[config.mk]
export PLATFORM = sky130hd
export DESIGN_NAME = intel_hex_record_loader
export DESIGN_NICKNAME = d
export VERILOG_FILES = /design/src/rtl/ihex_pkg.sv /design/src/rtl/intel_hex_record_loader.sv /design/src/rtl/ihex_decoder.sv
export VERILOG_INCLUDE_DIRS = /design/src /design/src/rtl
export SDC_FILE = /design/constraint.sdc
export NUM_CORES = 1
export LEC_CHECK = 0
export BUFFER_PORTS_ARGS = -buffer_cell sky130_fd_sc_hd__buf_4
export CAP_MARGIN = 30
export CORE_ASPECT_RATIO = 1.4
export CORE_MARGIN = 2
export CORE_UTILIZATION = 55
export DETAILED_ROUTE_END_ITERATION = 12
export PLACE_DENSITY_LB_ADDON = 0.05
export SLEW_MARGIN = 20
export SYNTH_ARGS = -nofsm -noshare
export SYNTH_HDL_FRONTEND = slang
export SYNTH_SLANG_ARGS = --single-unit
export TNS_END_PERCENT = 50
[constraint.sdc]
create_clock -name clk -period 8 [get_ports clk]
set_input_delay 0.8 -clock clk [delete_from_list [all_inputs] [get_ports clk]]
set_output_delay 0.8 -clock clk [all_outputs]
set_load 0.005 [all_outputs]
[src/rtl/intel_hex_record_loader_defines.svh]
// Assertion macros for the loader's decoder module.
`ifndef INTEL_HEX_RECORD_LOADER_DEFINES_SVH
`define INTEL_HEX_RECORD_LOADER_DEFINES_SVH

// Same-cycle implication, checked outside reset.
`define IHEX_ASSERT_IMPLIES(label, clk, rst_n, cond, expr) \
    label: assert property (@(posedge clk) disable iff (!rst_n) (cond) |-> (expr)) \
        else $error("ihex: same-cycle check failed");

// Next-cycle implication, checked outside reset.
`define IHEX_ASSERT_NEXT(label, clk, rst_n, cond, expr) \
    label: assert property (@(posedge clk) disable iff (!rst_n) (cond) |=> (expr)) \
        else $error("ihex: next-cycle check failed");

`endif

[src/rtl/ihex_pkg.sv]
// Types and codes shared by the Intel HEX loader modules.
`default_nettype none

package ihex_pkg;

    // Fixed field widths
    localparam int ADDR_W = 19;
    localparam int LINE_W = 16;

    // Characters of the record syntax
    localparam logic [7:0] COLON_CHAR = 8'h3A;
    localparam logic [7:0] CR_CHAR    = 8'h0D;

    // Record types
    localparam logic [7:0] TYPE_DATA    = 8'h00;
    localparam logic [7:0] TYPE_END     = 8'h01;
    localparam logic [7:0] TYPE_SEGMENT = 8'h04;

    // Run status codes
    localparam logic [1:0] RUN_PARSING = 2'd0;
    localparam logic [1:0] RUN_DONE    = 2'd1;
    localparam logic [1:0] RUN_ERROR   = 2'd2;

    // Error codes
    localparam logic [2:0] ERR_NONE    = 3'd0;
    localparam logic [2:0] ERR_COLON   = 3'd1;
    localparam logic [2:0] ERR_CR      = 3'd2;
    localparam logic [2:0] ERR_LENGTH  = 3'd3;
    localparam logic [2:0] ERR_SEGMENT = 3'd4;
    localparam logic [2:0] ERR_CHECK   = 3'd5;
    localparam logic [2:0] ERR_DIGIT   = 3'd6;

    // One result per character
    typedef struct packed {
        logic              write_valid;
        logic [ADDR_W-1:0] write_address;
        logic [7:0]        write_byte;
        logic [1:0]        run_status;
        logic [2:0]        error_kind;
        logic [LINE_W-1:0] lines_done;
    } result_t;

endpackage

`default_nettype wire

[src/rtl/intel_hex_record_loader.sv]
// A character request is taken into the input register; its result is registered in res_reg.
// Throughput: one character per cycle while unstalled; parse state updates in a single pass.
// A stalled result holds the pipe; the input register then raises char_stall.
// Reset (rst_n, asynchronous, active low) empties both registers and returns
// the parser to colon search with no error and a zero line count.
`default_nettype none

module intel_hex_record_loader #(
    parameter int IMAGE_BYTES    = 262144,
    parameter int SEARCH_LIMIT   = 128,
    parameter int MAX_DATA_BYTES = 32
) (
    input  wire logic                          clk,
    input  wire logic                          rst_n,
    input  wire logic                          char_valid,
    output wire logic                          char_stall,
    input  wire logic [7:0]                    char_in,
    output wire logic                          result_valid,
    input  wire logic                          result_stall,
    output wire logic                          write_valid,
    output wire logic [ihex_pkg::ADDR_W-1:0]   write_address,
    output wire logic [7:0]                    write_byte,
    output wire logic [1:0]                    run_status,
    output wire logic [2:0]                    error_kind,
    output wire logic [ihex_pkg::LINE_W-1:0]   lines_done
);

    logic              char_valid_reg;
    logic [7:0]        char_reg;
    logic              res_valid_reg;
    ihex_pkg::result_t res_reg;
    ihex_pkg::result_t step_result;
    logic              out_free;
    logic              step;

    // Pipe control
    assign out_free   = !res_valid_reg || !result_stall;
    assign step       = char_valid_reg && out_free;
    assign char_stall = char_valid_reg && !out_free;

    ihex_decoder #(
        .IMAGE_BYTES    (IMAGE_BYTES),
        .SEARCH_LIMIT   (SEARCH_LIMIT),
        .MAX_DATA_BYTES (MAX_DATA_BYTES)
    ) u_decoder (
        .clk     (clk),
        .rst_n   (rst_n),
        .step    (step),
        .char_in (char_reg),
        .result  (step_result)
    );

    // Valid flags
    always_ff @(posedge clk or negedge rst_n)
    begin
        if (!rst_n)
        begin
            char_valid_reg <= 1'b0;
            res_valid_reg  <= 1'b0;
        end
        else
        begin
            if (!char_stall)
            begin
                char_valid_reg <= char_valid;
            end
            if (out_free)
            begin
                res_valid_reg <= step;
            end
        end
    end

    // Payload registers
    always_ff @(posedge clk)
    begin
        if (char_valid && !char_stall)
        begin
            char_reg <= char_in;
        end
        if (step)
        begin
            res_reg <= step_result;
        end
    end

    assign result_valid  = res_valid_reg;
    assign write_valid   = res_reg.write_valid;
    assign write_address = res_reg.write_address;
    assign write_byte    = res_reg.write_byte;
    assign run_status    = res_reg.run_status;
    assign error_kind    = res_reg.error_kind;
    assign lines_done    = res_reg.lines_done;

endmodule

`default_nettype wire

[src/rtl/ihex_decoder.sv]
// Record parser: parse state and the per-character update.
`default_nettype none
`include "intel_hex_record_loader_defines.svh"

module ihex_decoder #(
    parameter int IMAGE_BYTES    = 262144,
    parameter int SEARCH_LIMIT   = 128,
    parameter int MAX_DATA_BYTES = 32
) (
    input  wire logic             clk,
    input  wire logic             rst_n,
    input  wire logic             step,
    input  wire logic [7:0]       char_in,
    output ihex_pkg::result_t     result
);

    localparam int CNT_W   = $clog2(SEARCH_LIMIT + 1);
    localparam int LEN_W   = $clog2(MAX_DATA_BYTES + 1);
    localparam int NEED_W  = $clog2(2 * (5 + MAX_DATA_BYTES) + 1);
    localparam int CMP_W   = (CNT_W > NEED_W) ? CNT_W : NEED_W;
    localparam int SEG_MAX = IMAGE_BYTES / 65536 - 1;
    localparam int SEG_W   = (SEG_MAX > 0) ? $clog2(SEG_MAX + 1) : 1;

    typedef enum logic [1:0] {
        PH_SEARCH,
        PH_RECORD,
        PH_DONE,
        PH_ERROR
    } phase_t;

    phase_t                      phase_reg, phase_next;
    logic [CNT_W-1:0]            count_reg, count_next;
    logic [CNT_W-1:0]            fpos_reg, fpos_next;
    logic [3:0]                  nibble_reg, nibble_next;
    logic [7:0]                  check_reg, check_next;
    logic [LEN_W-1:0]            len_reg, len_next;
    logic [15:0]                 raddr_reg, raddr_next;
    logic [7:0]                  rtype_reg, rtype_next;
    logic [SEG_W-1:0]            seg_reg, seg_next;
    logic [7:0]                  seg_high_reg, seg_high_next;
    logic [ihex_pkg::LINE_W-1:0] line_reg, line_next;
    logic [2:0]                  err_reg, err_next;

    // Hex digit decode
    logic       hex_ok;
    logic [3:0] hex_val;

    always_comb
    begin
        hex_ok  = 1'b1;
        hex_val = 4'd0;
        if (char_in >= 8'h30 && char_in <= 8'h39)
        begin
            hex_val = 4'(char_in - 8'h30);
        end
        else if (char_in >= 8'h41 && char_in <= 8'h46)
        begin
            hex_val = 4'(char_in - 8'h37);
        end
        else if (char_in >= 8'h61 && char_in <= 8'h66)
        begin
            hex_val = 4'(char_in - 8'h57);
        end
        else
        begin
            hex_ok = 1'b0;
        end
    end

    // Record bookkeeping terms
    logic [CMP_W-1:0]          needed;
    logic [CMP_W-1:0]          fpos_ext;
    logic [CMP_W-1:0]          idx;
    logic                      complete;
    logic [CNT_W-1:0]          count_inc;
    logic [7:0]                byte_val;
    logic [LEN_W-1:0]          data_k;
    logic [15:0]               seg_value;
    logic [ihex_pkg::ADDR_W-1:0] wr_addr;

    assign needed    = (CMP_W'(len_reg) + CMP_W'(5)) << 1;
    assign fpos_ext  = CMP_W'(fpos_reg);
    assign idx       = fpos_ext >> 1;
    assign complete  = (fpos_ext >= CMP_W'(10)) && (fpos_ext >= needed);
    assign count_inc = count_reg + CNT_W'(1);
    assign byte_val  = {nibble_reg, hex_val};
    assign data_k    = LEN_W'(idx - CMP_W'(4));
    assign seg_value = {seg_high_reg, byte_val};
    assign wr_addr   = (ihex_pkg::ADDR_W'(seg_reg) << 16) + ihex_pkg::ADDR_W'(raddr_reg)
                     + ihex_pkg::ADDR_W'(data_k);

    // Next state and result for one character
    always_comb
    begin
        phase_next    = phase_reg;
        count_next    = count_reg;
        fpos_next     = fpos_reg;
        nibble_next   = nibble_reg;
        check_next    = check_reg;
        len_next      = len_reg;
        raddr_next    = raddr_reg;
        rtype_next    = rtype_reg;
        seg_next      = seg_reg;
        seg_high_next = seg_high_reg;
        line_next     = line_reg;
        err_next      = err_reg;

        result.write_valid   = 1'b0;
        result.write_address = '0;
        result.write_byte    = '0;

        if (step)
        begin
            unique case (phase_reg)
                PH_SEARCH:
                begin
                    if (char_in == ihex_pkg::COLON_CHAR)
                    begin
                        phase_next    = PH_RECORD;
                        count_next    = '0;
                        fpos_next     = '0;
                        nibble_next   = '0;
                        check_next    = '0;
                        len_next      = '0;
                        raddr_next    = '0;
                        rtype_next    = '0;
                        seg_high_next = '0;
                        if (line_reg != '1)
                        begin
                            line_next = line_reg + ihex_pkg::LINE_W'(1);
                        end
                    end
                    else
                    begin
                        count_next = count_inc;
                        if (count_inc >= CNT_W'(SEARCH_LIMIT))
                        begin
                            phase_next = PH_ERROR;
                            err_next   = ihex_pkg::ERR_COLON;
                        end
                    end
                end
                PH_RECORD:
                begin
                    count_next = count_inc;
                    if (char_in == ihex_pkg::CR_CHAR)
                    begin
                        if (!complete)
                        begin
                            phase_next = PH_ERROR;
                            err_next   = ihex_pkg::ERR_DIGIT;
                        end
                        else if (len_reg == '0 && rtype_reg == ihex_pkg::TYPE_END
                                 && raddr_reg == '0)
                        begin
                            phase_next = PH_DONE;
                        end
                        else
                        begin
                            phase_next = PH_SEARCH;
                            count_next = '0;
                        end
                    end
                    else if (count_inc >= CNT_W'(SEARCH_LIMIT) || complete)
                    begin
                        phase_next = PH_ERROR;
                        err_next   = ihex_pkg::ERR_CR;
                    end
                    else if (!hex_ok)
                    begin
                        phase_next = PH_ERROR;
                        err_next   = ihex_pkg::ERR_DIGIT;
                    end
                    else if (!fpos_reg[0])
                    begin
                        // high digit of a byte
                        nibble_next = hex_val;
                        fpos_next   = fpos_reg + CNT_W'(1);
                    end
                    else
                    begin
                        // low digit completes a byte
                        fpos_next  = fpos_reg + CNT_W'(1);
                        check_next = check_reg + byte_val;
                        if (idx == CMP_W'(0))
                        begin
                            len_next = LEN_W'(byte_val);
                            if (byte_val > 8'(MAX_DATA_BYTES))
                            begin
                                phase_next = PH_ERROR;
                                err_next   = ihex_pkg::ERR_LENGTH;
                            end
                        end
                        else if (idx == CMP_W'(1))
                        begin
                            raddr_next = {byte_val, 8'h00};
                        end
                        else if (idx == CMP_W'(2))
                        begin
                            raddr_next = {raddr_reg[15:8], byte_val};
                        end
                        else if (idx == CMP_W'(3))
                        begin
                            rtype_next = byte_val;
                        end
                        else if (idx < CMP_W'(len_reg) + CMP_W'(4))
                        begin
                            if (rtype_reg == ihex_pkg::TYPE_DATA)
                            begin
                                result.write_valid   = 1'b1;
                                result.write_address = wr_addr;
                                result.write_byte    = byte_val;
                            end
                            else if (rtype_reg == ihex_pkg::TYPE_SEGMENT
                                     && len_reg == LEN_W'(2))
                            begin
                                if (data_k == '0)
                                begin
                                    seg_high_next = byte_val;
                                end
                                else if (seg_value > 16'(SEG_MAX))
                                begin
                                    phase_next = PH_ERROR;
                                    err_next   = ihex_pkg::ERR_SEGMENT;
                                end
                                else
                                begin
                                    seg_next = SEG_W'(seg_value);
                                end
                            end
                        end
                        else if (check_reg + byte_val != 8'h00)
                        begin
                            // checksum byte leaves a nonzero sum
                            phase_next = PH_ERROR;
                            err_next   = ihex_pkg::ERR_CHECK;
                        end
                    end
                end
                PH_DONE, PH_ERROR:
                begin
                end
                default:
                begin
                end
            endcase
        end

        unique case (phase_next)
            PH_DONE:  result.run_status = ihex_pkg::RUN_DONE;
            PH_ERROR: result.run_status = ihex_pkg::RUN_ERROR;
            default:  result.run_status = ihex_pkg::RUN_PARSING;
        endcase
        result.error_kind = err_next;
        result.lines_done = line_next;
    end

    // State registers
    always_ff @(posedge clk or negedge rst_n)
    begin
        if (!rst_n)
        begin
            phase_reg    <= PH_SEARCH;
            count_reg    <= '0;
            fpos_reg     <= '0;
            nibble_reg   <= '0;
            check_reg    <= '0;
            len_reg      <= '0;
            raddr_reg    <= '0;
            rtype_reg    <= '0;
            seg_reg      <= '0;
            seg_high_reg <= '0;
            line_reg     <= '0;
            err_reg      <= ihex_pkg::ERR_NONE;
        end
        else
        begin
            phase_reg    <= phase_next;
            count_reg    <= count_next;
            fpos_reg     <= fpos_next;
            nibble_reg   <= nibble_next;
            check_reg    <= check_next;
            len_reg      <= len_next;
            raddr_reg    <= raddr_next;
            rtype_reg    <= rtype_next;
            seg_reg      <= seg_next;
            seg_high_reg <= seg_high_next;
            line_reg     <= line_next;
            err_reg      <= err_next;
        end
    end

    // Checks
    `IHEX_ASSERT_NEXT(a_error_sticky, clk, rst_n, phase_reg == PH_ERROR, phase_reg == PH_ERROR && $stable(err_reg))
    `IHEX_ASSERT_IMPLIES(a_error_code, clk, rst_n, 1'b1, (err_reg != ihex_pkg::ERR_NONE) == (phase_reg == PH_ERROR))
    `IHEX_ASSERT_IMPLIES(a_write_in_record, clk, rst_n, result.write_valid, step && phase_reg == PH_RECORD && rtype_reg == ihex_pkg::TYPE_DATA)
    `IHEX_ASSERT_IMPLIES(a_count_limit, clk, rst_n, phase_reg == PH_SEARCH || phase_reg == PH_RECORD, count_reg < CNT_W'(SEARCH_LIMIT))

endmodule

`default_nettype wire

==> out/results.ini <==
[timing]
fin_crit_ns=4.62
tightest_slew_ns=0.809
setup_violations=0
tns_ns=0
setup_ws_ns=3.38
hold_viol=0
rsz0062_at_grt=no
finalCritPeriodShare=0.578
timing.hold.ws_ns=0.264
final_max_slew_viol_count=0
max_freq_mhz=216
fin_skew_ns=0.00810
maxSlewHeadroom=0.457

[cts]
cts_buffer_depth=2
holdBufCountCts=0
cts_tree=done
clock_tree.root_cell=clkbuf_16
clk_latency_ns=0.43
postCtsSetupBuffers=0
htree_levels=4
cts_buffers=17
clock-sinks=148
cts.clk_slew.worst_paths_ns=0.06
postCtsResizedCells=0

[setup_path]
crit_path_end_kind=flip-flop
crit_required_ns=8.17
start_kind=flip-flop
crit_arrival_ns=4.79
reg2reg_to=error_kind[2]$_DFFE_PP_
regToRegStartpoint=char_reg[1]$_DFFE_PP_
critPathMaxFanout=6
critPathKind=flip-flop to flip-flop
reg2regPathDepth=16
r2r_slack_ns=3.38

[yosys]
syn_area_um2=7900
synth_edf_count=57
synth.most_common_cell=dfrtp_1
synthDistinctLibCells=71
synthArstFlopShare=0.615
netlist_top_cells_area=dfrtp_1 29%, edfxtp_1 22%, ha_1 7.1%
syn_nets=807
synth_area_leader_cell=dfrtp_1
ys.flop_type=dfrtp_1
ys_warn_count=0
syn-mean-instance-area_um2=10.6
ys_ff_latch=148
synth_common_cells=91 x dfrtp_1, 74 x nand2_1, 67 x nor2_1
synth_top_area_frac=0.288
yosysSeqAreaShare=0.505
synthCells=748

[finish]
antennaDiodeCount=0
largest_reg_flops=19
nets=878
areaGrowthSynthToFinish_pct=16.8
drive_gt1_frac=0.145

[routing]
postRouteWirelength_um=19100
vias=6015
drt-pass1-iter-count=5
drt_iter0_drc=289
antenna_left=0
drc=0
viasPerCell=5.91
wire_per_inst_um=18.8

[floorplan]
dieWidth_um=105
die-area_um2=15400
start_util=0.566
io_pins=63
core_um2=14000
die_h_um=146
num_rows=51

[global_route]
antenna_found_initial=0
grt_pass1_vias=6128
grt_start_max_net_pins=69
grt.overflow.total=0
grt_usage=0.262
grt_pass1_wl_um=31100

[placement]
post-place-ws_ns=3.48
gp_congestion=0.942
io_buffer_count=62
dpl.hpwl_um=13900

[pwr]
p_switching_w=0.000511
p_sw_frac=0.258
ir_worst_vdd_mv=0.150
leakagePower_nw=3.92
powerDensity_nw_per_um2=215
power_frac_comb=0.131
clockPowerShare=0.428
intPower_w=0.00147
power_frac_seq=0.441

[job]
max-cap-violations=0

[min_path]
min_path_type=primary input to async pin

[run_status]
status=complete, no violations

-- worst max-delay path, cell delays in order (launching register included) --
cell,delay [ns]
edfxtp_1,0.44
inv_1,0.09
ha_1,0.21
nand2b_1,0.15
o21ai_1,0.31
nor3_1,0.08
o21a_1,0.19
a31oi_1,0.48
inv_1,0.11
ha_1,0.35
o21ai_0,0.41
o211a_1,0.20
a211oi_1,0.06
or4_1,0.46
o2111ai_1,0.34
nand4_1,0.13
a221o_1,0.35
-- power groups by stage --
stage / registers [W] / logic, W / clock network, W
after floorplan: 0.000878 / 0.000166 / 0
after global placement: 0.000886 / 0.000250 / 0
after detailed placement: 0.000887 / 0.000259 / 0
after CTS: 0.000873 / 0.000260 / 0.000858
after global routing: 0.000879 / 0.000291 / 0.000888
final: 0.000873 / 0.000260 / 0.000848
-- final cells by class --
cell class              count  area (um2)
repair buffers             69         546
flip-flops and latches    148        3990
clock buffers              23         489
fillers                  1080        4740
multi-input cells         534        3650
clock inverters             9         139
well taps                 185         231
inverters                  49         184
-- cells in the final DEF (no fill, tap or decap), types with 8 or more instances in the layout --
master and count:
dfrtp_1 91, nand2_1 74, nor2_1 67, buf_4 66, edfxtp_1 57, inv_1 48
ha_1 45, o21ai_0 32, xnor2_1 26, nand3_1 26, nor3_1 24, a21oi_1 23
clkbuf_16 18, o2bb2ai_1 17, xor2_1 15, o31ai_1 12, nand4_1 10, mux2_2 10
nand2b_1 9, nor4_1 9, and3_1 9, mux2i_1 8, a22o_1 8, o21a_1 8
a31oi_1 8
-- metal layers --
layer,vias to the layer above,routed length (um),GRT usage
li1,2868,-,-
met5,-,0,0
met4,0,671,0.124
met2,176,10100,0.464
met3,38,806,0.0528
met1,2933,7530,0.301
-- through the flow --
stage               utilization  area [um2]  cells  power (W)
floorplan                     -        7900    748    0.00104
global placement          0.612        8550    982    0.00114
detailed placement        0.613        8570    983    0.00115
CTS                       0.658        9200   1015    0.00199
global route              0.661        9230   1017    0.00206
finish                    0.661        9230   1017    0.00198
-- kinds of logic after synthesis --
kind of cell / after synthesis / share of synthesized area
AOI/OAI and AO/OA: 159 / 0.145
buffers and inverters: 66 / 0.0331
muxes: 22 / 0.0301
xor gates and xnor gates: 41 / 0.0454
DFF: 148 / 0.505
and+or+nand+nor: 265 / 0.166
adders and majority gates: 47 / 0.0763
-- worst max path at each step --
stage                     cells past startpoint                       to             startpoint  slack, ns
after floorplan                              15  error_kind[2]$_DFFE_PP_  char_reg[0]$_DFFE_PP_       4.17
after global placement                       15  error_kind[2]$_DFFE_PP_  char_reg[0]$_DFFE_PP_       3.71
after detailed placement                     16  error_kind[2]$_DFFE_PP_  char_reg[1]$_DFFE_PP_       3.48
after CTS                                    16  error_kind[2]$_DFFE_PP_  char_reg[1]$_DFFE_PP_       3.45
after global routing                         16  error_kind[2]$_DFFE_PP_  char_reg[1]$_DFFE_PP_       3.07
final                                        16  error_kind[2]$_DFFE_PP_  char_reg[1]$_DFFE_PP_       3.38
Note: power is estimated with default switching activity, not from simulation.
